File: config.mk
export PLATFORM = sky130hd
export DESIGN_NAME = decimal_string_to_fixed_top
export DESIGN_NICKNAME = d
export VERILOG_FILES = /design/src/dstf_pkg.sv /design/src/decimal_string_to_fixed_top.sv /design/src/dstf_step.sv
export SDC_FILE = /design/constraint.sdc
export NUM_CORES = 1
export LEC_CHECK = 0
export BUFFER_PORTS_ARGS = -buffer_cell sky130_fd_sc_hd__buf_2
export CORE_ASPECT_RATIO = 1.25
export CORE_MARGIN = 2
export CORE_UTILIZATION = 30
export CTS_BUF_LIST = sky130_fd_sc_hd__clkbuf_16
export DETAILED_ROUTE_END_ITERATION = 10
export GPL_TIMING_DRIVEN = 0
export SLEW_MARGIN = 20
export SYNTH_ARGS = -nofsm -noshare
export SYNTH_HDL_FRONTEND = slang
export SYNTH_HIERARCHICAL = 1
export SYNTH_SLANG_ARGS = --single-unit
File: constraint.sdc
create_clock -name aclk -period 12.7 [get_ports aclk]
set_input_delay 1.27 -clock aclk [delete_from_list [all_inputs] [get_ports aclk]]
set_output_delay 1.27 -clock aclk [all_outputs]
set_load 0.02 [all_outputs]
File: src/dstf_pkg.sv
// Shared types, constants and functions of the decimal string to fixed-point converter.
package dstf_pkg;

    localparam int MAX_CHARS_DEF   = 20;
    localparam int FRAC_DIGITS_DEF = 4;

    // Magnitude is held unsigned below 2^63
    localparam int MAG_W  = 63;
    localparam int SUM_W  = MAG_W + 5;
    localparam int POW_W  = 20;
    localparam int TERM_W = POW_W + 4;
    localparam logic [MAG_W-1:0] MAG_LIMIT = {MAG_W{1'b1}};

    localparam logic [7:0] CH_PLUS  = 8'h2B;
    localparam logic [7:0] CH_MINUS = 8'h2D;
    localparam logic [7:0] CH_POINT = 8'h2E;
    localparam logic [7:0] CH_ZERO  = 8'h30;
    localparam logic [7:0] CH_NINE  = 8'h39;

    typedef enum logic [1:0] {
        ST_OK         = 2'd0,
        ST_BAD_FORMAT = 2'd1,
        ST_TOO_LONG   = 2'd2,
        ST_SATURATED  = 2'd3
    } status_t;

    typedef enum logic [1:0] {
        CK_SIGN,
        CK_POINT,
        CK_DIGIT,
        CK_OTHER
    } char_kind_t;

    typedef struct packed {
        logic fmt_err;
        logic point_seen;
        logic prev_digit;
        logic await_digit;
        logic neg;
        logic round_up;
        logic sat;
    } flags_t;

    typedef struct packed {
        status_t     status;
        logic [63:0] value;
    } result_t;

    // Power of ten; called with elaboration-time arguments only
    function automatic logic [POW_W-1:0] pow10(input int n);
        logic [POW_W-1:0] p;
        p = POW_W'(1);
        for (int i = 0; i < n; i++) begin
            p = POW_W'(p * POW_W'(10));
        end
        return p;
    endfunction

endpackage

File: src/decimal_string_to_fixed_top.sv
// Top level of the decimal string to fixed-point converter.
//
// Input stream: one ASCII character per transaction on s_tdata, s_tlast set on
// the final character of a string. Output stream: one transaction per string,
// m_tdata the signed value times 10^FRAC_DIGITS rounded half away from zero,
// m_tuser the status (0 valid, 1 bad format, 2 too long, 3 valid but saturated).
// A character is registered on acceptance and processed by the combinational
// parse step once it fires, which updates the running state and, for the final
// character, loads the result register. The result passes through the input
// register and the result register to m_tvalid. Throughput: one character
// per cycle while no final character waits (parse step: one scaled add).
// Non-final characters never wait on the output side. A final character waits
// in the input register while an earlier result is still unaccepted, and
// s_tready drops only then, so a stalled receiver holds the input one deep.
// Reset (aresetn low at a clock edge) clears the parse state and both
// valid flags; a string partly received is dropped.
module decimal_string_to_fixed_top #(
    parameter int MAX_CHARS   = dstf_pkg::MAX_CHARS_DEF,
    parameter int FRAC_DIGITS = dstf_pkg::FRAC_DIGITS_DEF
) (
    input  logic        aclk,
    input  logic        aresetn,
    input  logic        s_tvalid,
    output logic        s_tready,
    input  logic [7:0]  s_tdata,   // [7:0] char_code
    input  logic        s_tlast,
    output logic        m_tvalid,
    input  logic        m_tready,
    output logic [63:0] m_tdata,   // [63:0] scaled_value
    output logic [1:0]  m_tuser    // [1:0] status
);

    localparam int PW = $clog2(MAX_CHARS + 2);
    localparam int FW = $clog2(FRAC_DIGITS + 2);

    logic                       in_valid_reg;
    logic [7:0]                 in_char_reg;
    logic                       in_last_reg;
    logic [PW-1:0]              pos_reg;
    logic [PW-1:0]              pos_next;
    logic [FW-1:0]              frac_reg;
    logic [FW-1:0]              frac_next;
    logic [dstf_pkg::MAG_W-1:0] mag_reg;
    logic [dstf_pkg::MAG_W-1:0] mag_next;
    dstf_pkg::flags_t           flags_reg;
    dstf_pkg::flags_t           flags_next;
    dstf_pkg::result_t          result;
    logic                       out_valid_reg;
    dstf_pkg::status_t          out_status_reg;
    logic [63:0]                out_value_reg;
    logic                       out_free;
    logic                       fire;

    assign out_free = !out_valid_reg || m_tready;
    assign fire     = in_valid_reg && (!in_last_reg || out_free);
    assign s_tready = !in_valid_reg || fire;

    dstf_step #(
        .MAX_CHARS   (MAX_CHARS),
        .FRAC_DIGITS (FRAC_DIGITS)
    ) u_step (
        .char_code  (in_char_reg),
        .last_char  (in_last_reg),
        .pos        (pos_reg),
        .frac_cnt   (frac_reg),
        .mag        (mag_reg),
        .flags      (flags_reg),
        .pos_next   (pos_next),
        .frac_next  (frac_next),
        .mag_next   (mag_next),
        .flags_next (flags_next),
        .result     (result)
    );

    always_ff @(posedge aclk) begin
        if (!aresetn) begin
            in_valid_reg <= 1'b0;
        end else if (s_tready) begin
            in_valid_reg <= s_tvalid;
        end
    end

    always_ff @(posedge aclk) begin
        if (s_tready && s_tvalid) begin
            in_char_reg <= s_tdata;
            in_last_reg <= s_tlast;
        end
    end

    // Advance the parse state once per processed character
    always_ff @(posedge aclk) begin
        if (!aresetn) begin
            pos_reg   <= '0;
            frac_reg  <= '0;
            mag_reg   <= '0;
            flags_reg <= '0;
        end else if (fire) begin
            pos_reg   <= pos_next;
            frac_reg  <= frac_next;
            mag_reg   <= mag_next;
            flags_reg <= flags_next;
        end
    end

    always_ff @(posedge aclk) begin
        if (!aresetn) begin
            out_valid_reg <= 1'b0;
        end else if (fire && in_last_reg) begin
            out_valid_reg <= 1'b1;
        end else if (m_tready) begin
            out_valid_reg <= 1'b0;
        end
    end

    always_ff @(posedge aclk) begin
        if (fire && in_last_reg) begin
            out_status_reg <= result.status;
            out_value_reg  <= result.value;
        end
    end

    assign m_tvalid = out_valid_reg;
    assign m_tdata  = out_value_reg;
    assign m_tuser  = out_status_reg;

endmodule

File: src/dstf_step.sv
// Per-character parse step: format checks, scaled accumulate, final rounding and sign.
module dstf_step #(
    parameter int MAX_CHARS   = dstf_pkg::MAX_CHARS_DEF,
    parameter int FRAC_DIGITS = dstf_pkg::FRAC_DIGITS_DEF,
    localparam int PW = $clog2(MAX_CHARS + 2),
    localparam int FW = $clog2(FRAC_DIGITS + 2),
    localparam int IW = (FRAC_DIGITS > 0) ? $clog2(FRAC_DIGITS + 1) : 1
) (
    input  logic [7:0]                  char_code,
    input  logic                        last_char,
    input  logic [PW-1:0]               pos,
    input  logic [FW-1:0]               frac_cnt,
    input  logic [dstf_pkg::MAG_W-1:0]  mag,
    input  dstf_pkg::flags_t            flags,
    output logic [PW-1:0]               pos_next,
    output logic [FW-1:0]               frac_next,
    output logic [dstf_pkg::MAG_W-1:0]  mag_next,
    output dstf_pkg::flags_t            flags_next,
    output dstf_pkg::result_t           result
);

    logic [dstf_pkg::POW_W-1:0]  pow_tab [2**IW];
    logic [dstf_pkg::POW_W-1:0]  pow_sel;
    logic [IW-1:0]               pow_idx;
    logic [FW:0]                 idx_wide;
    logic [3:0]                  digit;
    logic                        is_digit;
    logic                        frac_keep;
    logic [dstf_pkg::TERM_W-1:0] term;
    logic [dstf_pkg::SUM_W-1:0]  base;
    logic [dstf_pkg::SUM_W-1:0]  sum;
    logic                        over;
    dstf_pkg::char_kind_t        kind;

    // Digit weight: 10^FRAC_DIGITS for integer digits, falling for fraction digits
    genvar g;
    generate
        for (g = 0; g < 2**IW; g++) begin : g_pow
            assign pow_tab[g] = (g <= FRAC_DIGITS) ? dstf_pkg::pow10(g) : '0;
        end
    endgenerate

    assign is_digit  = (char_code >= dstf_pkg::CH_ZERO) && (char_code <= dstf_pkg::CH_NINE);
    assign digit     = char_code[3:0];
    assign frac_keep = (frac_cnt < FW'(FRAC_DIGITS));
    assign idx_wide  = (FW + 1)'(FRAC_DIGITS - 1) - {1'b0, frac_cnt};
    assign pow_idx   = flags.point_seen ? idx_wide[IW-1:0] : IW'(FRAC_DIGITS);
    assign pow_sel   = pow_tab[pow_idx];
    assign term      = dstf_pkg::TERM_W'(digit) * dstf_pkg::TERM_W'(pow_sel);
    assign base      = flags.point_seen ? dstf_pkg::SUM_W'(mag)
                     : (dstf_pkg::SUM_W'(mag) << 3) + (dstf_pkg::SUM_W'(mag) << 1);
    assign sum       = base + dstf_pkg::SUM_W'(term);
    assign over      = sum > dstf_pkg::SUM_W'(dstf_pkg::MAG_LIMIT);

    always_comb begin
        if (char_code == dstf_pkg::CH_PLUS || char_code == dstf_pkg::CH_MINUS) begin
            kind = dstf_pkg::CK_SIGN;
        end else if (char_code == dstf_pkg::CH_POINT) begin
            kind = dstf_pkg::CK_POINT;
        end else if (is_digit) begin
            kind = dstf_pkg::CK_DIGIT;
        end else begin
            kind = dstf_pkg::CK_OTHER;
        end
    end

    always_comb begin
        logic                       push;
        logic [dstf_pkg::MAG_W-1:0] mag_fin;
        logic                       sat_fin;
        logic [63:0]                val;

        flags_next = flags;
        frac_next  = frac_cnt;
        mag_next   = mag;
        push       = 1'b0;

        if (flags.await_digit && !is_digit) begin
            flags_next.fmt_err = 1'b1;
        end
        flags_next.await_digit = 1'b0;

        case (kind)
            dstf_pkg::CK_SIGN: begin
                if (pos != '0 || last_char) begin
                    flags_next.fmt_err = 1'b1;
                end else if (char_code == dstf_pkg::CH_MINUS) begin
                    flags_next.neg = 1'b1;
                end
            end
            dstf_pkg::CK_POINT: begin
                if (flags.point_seen) begin
                    flags_next.fmt_err = 1'b1;
                end else begin
                    flags_next.point_seen = 1'b1;
                    if (!flags.prev_digit) begin
                        if (last_char) begin
                            flags_next.fmt_err = 1'b1;
                        end else begin
                            flags_next.await_digit = 1'b1;
                        end
                    end
                end
            end
            dstf_pkg::CK_DIGIT: begin
                if (!flags.point_seen) begin
                    push = 1'b1;
                end else if (frac_keep) begin
                    push      = 1'b1;
                    frac_next = frac_cnt + FW'(1);
                end else if (frac_cnt == FW'(FRAC_DIGITS)) begin
                    flags_next.round_up = (digit >= 4'd5);
                    frac_next           = frac_cnt + FW'(1);
                end
            end
            default: begin
                flags_next.fmt_err = 1'b1;
            end
        endcase
        flags_next.prev_digit = is_digit;

        // Accumulate in already-scaled form; clamp once past the limit
        if (push && !flags.sat) begin
            if (over) begin
                flags_next.sat = 1'b1;
                mag_next       = dstf_pkg::MAG_LIMIT;
            end else begin
                mag_next = sum[dstf_pkg::MAG_W-1:0];
            end
        end

        pos_next = (pos <= PW'(MAX_CHARS)) ? pos + PW'(1) : pos;

        // Round half up, then apply the sign
        mag_fin = mag_next;
        sat_fin = flags_next.sat;
        if (flags_next.round_up && !flags_next.sat) begin
            if (mag_next == dstf_pkg::MAG_LIMIT) begin
                sat_fin = 1'b1;
            end else begin
                mag_fin = mag_next + dstf_pkg::MAG_W'(1);
            end
        end
        val = {1'b0, mag_fin};
        if (flags_next.neg) begin
            val = 64'd0 - val;
        end

        if (pos_next > PW'(MAX_CHARS)) begin
            result.status = dstf_pkg::ST_TOO_LONG;
            result.value  = '0;
        end else if (flags_next.fmt_err) begin
            result.status = dstf_pkg::ST_BAD_FORMAT;
            result.value  = '0;
        end else begin
            result.status = sat_fin ? dstf_pkg::ST_SATURATED : dstf_pkg::ST_OK;
            result.value  = val;
        end

        // Start fresh after the final character
        if (last_char) begin
            flags_next = '0;
            frac_next  = '0;
            mag_next   = '0;
            pos_next   = '0;
        end
    end

endmodule

==> summary.txt <==
Run status
  – Status: complete, no violations

Route
  – Drt first pass iters: 6
  – DR WL/cell: 23.0 µm
  – Final wirelength: 93000 µm
  – Residual DRC: 0
  – 1st-iter DRT viols: 2040
  – DR vias: 23800
  – Vias per cell: 5.87
  – ANT nets after route: 0

Clock tree
  – H-tree depth: 4
  – Root Driver: clkbuf_16
  – CTS tree: built
  – Clock transition at the registers of the reported paths: 70 ps
  – Clock buffer count from CTS: 17
  – Later-pin clock latency in the skew report: 470 ps
  – Clk sink count: 155
  – Longest Clk Path Bufs: 2

STA
  – Worst-Margin Slew: 1120 ps
  – Min cycle time layout: 12440 ps
  – Max-slew headroom: 0.254
  – # setup viols final: 0
  – RSZ-0062 raised after global routing: no
  – Period utilisation layout: 0.980
  – Max Slew Vio Count: 0
  – Fin. Hold Viols: 0
  – Clk_skew: 12.3 ps
  – Max frequency: 80.4 MHz
  – Final worst slack: 258 ps

Layout
  – Nets: 3224
  – Design area: 24400 µm²
  – Layout cell share with drive strength beyond 1: 0.105
  – Final Util: 0.340
  – Syn-to-layout area delta: 13.0%
  – Non-Filler Instances: 4050
  – # diodes: 0
  – Number of flip-flops in the largest register: 64

GRT
  – Largest net degree at the start of global routing: 61
  – First-pass GRT wire length: 139000 µm
  – Vias in the first global route: 22700
  – Initial antenna violation count: 1
  – GRT overflow: 0
  – Total global-route track usage: 0.246

Logic synthesis
  – Top-count cell post-synth: nand2_1
  – Syn nets: 3110
  – Dominant synthesized flop cell: dfxtp_1
  – Yosys top cell area share: 0.104
  – Synth area leaders: edfxtp_1, dfxtp_1, nand2_1
  – Commonest cells post-synth: nand2_1, nor2_1, a21oi_1
  – Syn. warnings: 6
  – Post-synth EDFFs: 75
  – Yosys cell types: 111
  – Fraction of registers with async set/reset: 0
  – Cell taking the most area after synthesis: edfxtp_1
  – Seq cells post-synth: 155
  – Syn Inst Count: 2971
  – Sequential element share of the synthesized area: 0.178
  – Syn_area_per_cell: 7.27 µm²
  – Synthesized area: 21600 µm²

Power and ir drop
  – Total design power: 1.35 mW
  – Max IR drop VDD: 115 µV
  – LEAKAGE: 8.76 nW
  – PwrDens: 55.4 nW/µm²

Die
  – Chip width: 244 µm
  – Initial Util: 0.301
  – Die height: 304 µm
  – Row count: 110
  – Die Area: 74200 µm²
  – Core area: 71700 µm²
  – I/O pin count: 81

Placed design
  – Placed Area: 23200 µm²
  – Setup Slack @ Placement: -5470 ps
  – Placer Congestion: 1.02
  – Port Buffer Count: 79
  – DP HPWL: 75300 µm
  – Number of instances in the placed design: 4003

Critical path
  – Largest delay share family, worst path: buffers and inverters
  – Worst path arrival time: 12640 ps
  – CP endpoint kind: register
  – Critical-path top delay cell: clkbuf_1
  – Critical path buffer and inverter count: 15
  – Critical path class: register to register
  – Required time worst endpoint: 12900 ps
  – Most Frequent Cell on Critical Path: clkbuf_1
  – Max Fanout on Critical Path: 10
  – CP Launch Type: register
  – Slowest Stage Delay on Critical Path: 830 ps

Flow run
  – Max Cap Viol: 0

Min path
  – Worst Hold Class: register to register
path summary, 6_finish.rpt:
path / startpoint / end / slack [ps] / depth (start not counted)
min reg2reg: pos_reg[2] / pos_reg[2] / 460 / 2
min: pos_reg[2] / pos_reg[2] / 460 / 2
max reg2reg: in_char_reg[2] / m_tdata[42] / 260 / 37
max: in_char_reg[2] / m_tdata[42] / 260 / 37
worst reg2reg max path: cells and delay by family (launching register included):
kind	cells	cell delay [ps]
buffers and inverters	15	7010
AO/OA/AOI/OAI	11	2270
flip-flops	1	350
XOR/XNOR	1	140
adder cells (fa/ha/maj)	2	390
AND/OR/NAND/NOR	8	2010
power breakdown:
group          internal [mW]  switching, mW  leakage [nW]
logic                 0.0827          0.162          6.99
clock network          0.348          0.228         0.301
registers              0.526        0.00469          1.46
total                  0.957          0.395          8.76
per-layer routing:
metal,global-route usage,vias up,wire [µm]
met4,0.167,2,7090
li1,-,11200,-
met5,0,-,17
met1,0.286,11300,36600
met3,0.0247,298,5100
met2,0.424,1028,44200
stage by stage:
stage | hold WS (ps) | setup TNS (ps)
4_1_cts | 461 | 0
6_report | 460 | 0
3_5_place_dp | 448 | -296650
5_1_grt | 476 | 0
2_1_floorplan | 431 | 0
3_3_place_gp | 445 | -288000
cell type report:
class | count | area (µm²)
fill | 7686 | 47300
multi-input combinational | 2546 | 16800
sequential | 155 | 3860
tap | 952 | 1190
buffer | 172 | 925
timing repair buffer | 103 | 612
clock buffer | 17 | 425
inverter | 90 | 338
clock inverter | 15 | 223
timing repair:
action | in CTS | in global routing
buffers inserted | 22 | 1
setup endpoints to repair | 102 | 46
resized for setup | 72 | 23
hold buffers | 0 | 0
pin swaps | 8 | 4
cell usage in the layout, fill, tap and decap left out, drive strengths merged, types with 76 or more instances in the layout:
cell,Yosys,final
dfxtp,80,80
nand2,401,401
xnor2,116,116
clkbuf,106,119
nor3,76,76
xor2,82,82
nand3,84,84
mux2i,100,100
inv,90,91
nor2,319,319
ha,93,93
o21ai,155,155
a21oi,213,213
buf,74,173
cell families after synthesis:
family,Yosys count,synth area share
simple gates,1300,0.299
fa+ha+maj,126,0.0844
compound gates,816,0.255
mux,106,0.0494
flops,155,0.178
buf+inv,270,0.0532
xor+xnor,198,0.0813
Note: power is estimated with default switching activity, not from simulation.
